$ cat config.mk
export PLATFORM = sky130hd
export DESIGN_NAME = rgwep_ram
export DESIGN_NICKNAME = d
export VERILOG_FILES = /design/src/hw/rtl/rgwep_ram.sv
export SDC_FILE = /design/constraint.sdc
export NUM_CORES = 1
export LEC_CHECK = 0
export BUFFER_PORTS_ARGS = -buffer_cell sky130_fd_sc_hd__buf_4
export CORE_MARGIN = 2
export CORE_UTILIZATION = 48
export CTS_CLUSTER_DIAMETER = 150
export DETAILED_ROUTE_END_ITERATION = 10
export PLACE_DENSITY = 0.82
export RECOVER_POWER = 25
export SETUP_SLACK_MARGIN = 0.4
export SYNTH_ARGS = -nofsm -noshare
export SYNTH_HDL_FRONTEND = slang
export SYNTH_SLANG_ARGS = --single-unit
$ cat constraint.sdc
create_clock -name i_clk -period 1.2 [get_ports i_clk]
set_clock_uncertainty 0.2 [all_clocks]
set_input_delay 0.12 -clock i_clk [delete_from_list [all_inputs] [get_ports i_clk]]
set_output_delay 0.12 -clock i_clk [all_outputs]
set_load 0.005 [all_outputs]
$ cat src/hw/rtl/rgwep_ram.sv
// Generic single write port, single read port RAM with registered read data.
// No dependencies.
`default_nettype none

module rgwep_ram #(
    parameter int unsigned WIDTH = 8,
    parameter int unsigned DEPTH = 2
) (
    input  wire logic                     i_clk,
    input  wire logic                     i_we,
    input  wire logic [$clog2(DEPTH)-1:0] i_waddr,
    input  wire logic [WIDTH-1:0]         i_wdata,
    input  wire logic [$clog2(DEPTH)-1:0] i_raddr,
    output logic      [WIDTH-1:0]         o_rdata
);

    logic [WIDTH-1:0] r_mem [DEPTH];

    // Write and registered read.
    always_ff @(posedge i_clk) begin
        if (i_we) begin
            r_mem[i_waddr] <= i_wdata;
        end
        o_rdata <= r_mem[i_raddr];
    end

endmodule

`default_nettype wire

Word-level counts from Yosys, hierarchy flattened
Memory sizes are Yosys's and may differ from the RTL's. A register that Yosys moved wholly into a read port is not among the register bits. Index checks and enable logic that the tools add are counted.

Multiplexer cells: 2.

Operators by type and width (number): 1-bit two-way mux (2).

Input port bits: 12. Memory bits (writable): 16. Register bits: 0. Memories kept: 1.

Memories: r_mem (words 2, bits a word 8, read ports 1, clocked after memory_dff 1, wr ports 1, RTL line 17) `logic [WIDTH-1:0] r_mem [DEPTH];`.

Logic depth before layout (Yosys ltp)
Depth after elaboration: 2. Mapped depth: 2. Depth with buffers taken out: 1.

Worst setup path after synthesis
No wires, ideal clock.

Path kind: input -> register. Start point: input i_we. End point: memory r_mem[0][0], enable pin. Library setup time: 0.373 ns. Setup slack: 0.087 ns. Arrival: 0.540 ns. Stages: 1. Buffers on the path: 0. Cell sequence: nor2b_1.

Cells in the longest elaborated chain, start to end: 2.

RTL lines: from (decl) (RTL line 10) `input wire logic i_we,`; 1-bit two-way mux (RTL line 21) `if (i_we) begin`; 1-bit two-way mux (not written as such) (RTL line 22) `r_mem[i_waddr] <= i_wdata;`; to (decl) (RTL line 17).

No other way between the ends.

Worst setup path in the final report
Start point: register o_rdata[2] (read register of r_mem). End point: output o_rdata[2].

RTL lines: from (decl) (RTL line 14) `output logic [WIDTH-1:0] o_rdata`.

No word-level cell between the ends.

==> results.py <==
metrics = {
    "outcome": {
        "outcome": "finished, violations left",
        "violations": "hold timing",
    },
    "die": {
        "rows": 14,
        "die_h_um": 44.4,
        "die_area_um2": 1970,
        "die_w_um": 44.4,
        "start_util_pct": 51.5,
        "core-area_um2": 1520,
        "ios": 20,
    },
    "finish": {
        "final_core_utilization_pct": 66.5,
        "mostFrequentLayoutCell": "edfxtp_1",
        "nFillCells": 102,
        "mostFrequentLayoutCells": "edfxtp_1 (16), clkbuf_4 (10), buf_4 (9)",
        "design_area_um2": 1010,
        "drive_above_1_share_pct": 63.2,
        "nNetsFinal": 70,
        "area_growth_pct": 29.2,
        "stdcell_count": 73,
        "final-seq-area_um2": 644,
        "antenna_cells": 0,
        "multi_input_area_um2": 143,
    },
    "min_path": {
        "hold_depth": 1,
        "hp-class": "input port to register",
    },
    "timing": {
        "timing.hold.ws_ns": -0.203,
        "period_minus_slack_ns": 1.07,
        "worstMarginPinSlew_ns": 0.239,
        "max_slew_margin_pct": 84.0,
        "setup_viol_count_final": 0,
        "setup_tns_ns": 0,
        "fmax_ghz": 0.938,
        "slew_violations": 0,
        "period_share_pct": 88.8,
        "rsz0062_at_grt": "yes",
        "finalHoldViolCount": 32,
        "worst_slack_ns": 0.134,
    },
    "job": {
        "drv_cap": 0,
    },
    "grt": {
        "grt_pass1_vias": 353,
        "grt_use_total_pct": 10.1,
        "grt_overflow": 0,
        "grt_pass1_wl_um": 1380,
        "antenna_found_initial": 0,
        "grt_max_degree": 15,
    },
    "place": {
        "dpl.cell_count": 69,
        "portBuffers": 19,
        "place_congestion": 0.651,
        "placed_area_um2": 946,
        "pre_cts_ws_ns": 0.189,
    },
    "clock_tree": {
        "clk-insertion-delay-late_ns": 0.30,
        "cts_inserted_buffers": 3,
        "cts_setup_buffers": 0,
        "cts_buffer_depth": 2,
        "cts_tree": "built",
        "htreeDepth": 1,
        "cts_sinks": 24,
        "root_buffer": "clkbuf_4",
        "clkSlewWorstSetupHoldPaths_ns": 0.13,
    },
    "route": {
        "vias": 356,
        "initialDrtViolationCount": 5,
        "routed_via_density": 4.88,
        "wl_per_cell_um": 12.4,
        "first_pass_iters": 4,
        "wl_um": 902,
        "ant_nets": 0,
        "drc_errors": 0,
    },
    "setup_path": {
        "critical_path.max_fanout": 1,
        "crit_type": "register to output port",
        "critPathArrivalTime_ns": 0.75,
        "critPathMaxStageDelay_ns": 0.32,
        "required_ns": 0.88,
        "worstRegToRegCells": 1,
        "crit_chain": "buf_4",
        "crit_family": "flip-flops",
        "endpoint_kind": "output port",
        "cp-start-kind": "register",
        "cp.buffers_inverters": 1,
        "worst_path_max_delay_cell": "dfxtp_1",
        "cp.depth": 1,
    },
    "synth": {
        "synth_seq_cells": 24,
        "seq_area_frac_synth_pct": 81.7,
        "syn_area_um2": 785,
        "yosysUniqueCellTypes": 6,
        "synth_top_area_cell": "edfxtp_1",
        "postSynthAreaPerCell_um2": 22.4,
        "synth_top_area_share_pct": 61.2,
        "ys_warn_count": 0,
        "syn_nets": 47,
        "syn_inst": 35,
        "synth_area_leaders": "edfxtp_1 (61%), dfxtp_1 (20%), mux2_4 (15%)",
    },
    "pwr": {
        "p_seq_share_pct": 58.0,
        "switchingPower_mw": 0.283,
        "static-leakage-power_nw": 0.417,
        "pwr_density_cell_nw_per_um2": 1640,
        "clkPwrFrac_pct": 33.7,
        "power_mw": 1.66,
        "switching_share_pct": 17.0,
        "internal-power_mw": 1.38,
        "vdd_drop_max_mv": 1.11,
        "p_comb_share_pct": 8.3,
    },
}
[flip-flops by register name, indices dropped and copies added, names as in the netlist]
signal	cells
r_mem	16
o_rdata	8
[area by class of cell]
type | count | share of cell area [%]
flip-flops and latches | 24 | 63.6
repair buffers | 19 | 15.2
multi-input cells | 10 | 14.1
clock inverters | 1 | 2.96
clock buffers | 3 | 2.22
well taps | 16 | 1.98
[repair_timing]
action | CTS | global route
pin swaps | 0 | 0
resized for setup | 0 | 6
setup endpoints to repair | 16 | 16
hold endpoints to repair | 32 | 32
[cells in the mapped netlist]
master	count
buf_6	1
dfxtp_1	8
nor2b_1	1
and2_1	1
edfxtp_1	16
mux2_4	8
[logic make-up after synthesis]
| family | Yosys count | share of synthesized area [%] |
|---|---|---|
| buffers and inverters | 1 | 1.44 |
| DFF | 24 | 81.7 |
| muxes | 8 | 15.3 |
| and+or+nand+nor | 2 | 1.60 |
[layer usage]
metal | GRT usage [%] | vias to the layer above | routed length [µm]
met5 | 0 | - | 0
met4 | 5.45 | 0 | 4
met3 | 2.86 | 2 | 70
met2 | 16.8 | 18 | 479
met1 | 11.9 | 164 | 348
li1 | - | 172 | -
[power groups by stage]
stage / logic, mW / clock network, mW / registers [mW]
5_1_grt: 0.147 / 0.606 / 0.971
3_3_place_gp: 0.133 / 0 / 0.979
4_1_cts: 0.136 / 0.574 / 0.963
2_1_floorplan: 0.0603 / 0 / 0.982
6_report: 0.138 / 0.561 / 0.965
3_5_place_dp: 0.136 / 0 / 0.982
[worst paths after layout]
path	start	end	slack [ns]
worst max-delay path	o_rdata[2]	o_rdata[2]	0.13
worst min-delay path	i_wdata[5]	r_mem[1][5]	-0.20
worst max register to register	r_mem[0][7]	o_rdata[7]	0.24
worst min register to register	r_mem[0][6]	o_rdata[6]	0.29
(Power assumes the default switching activity.)
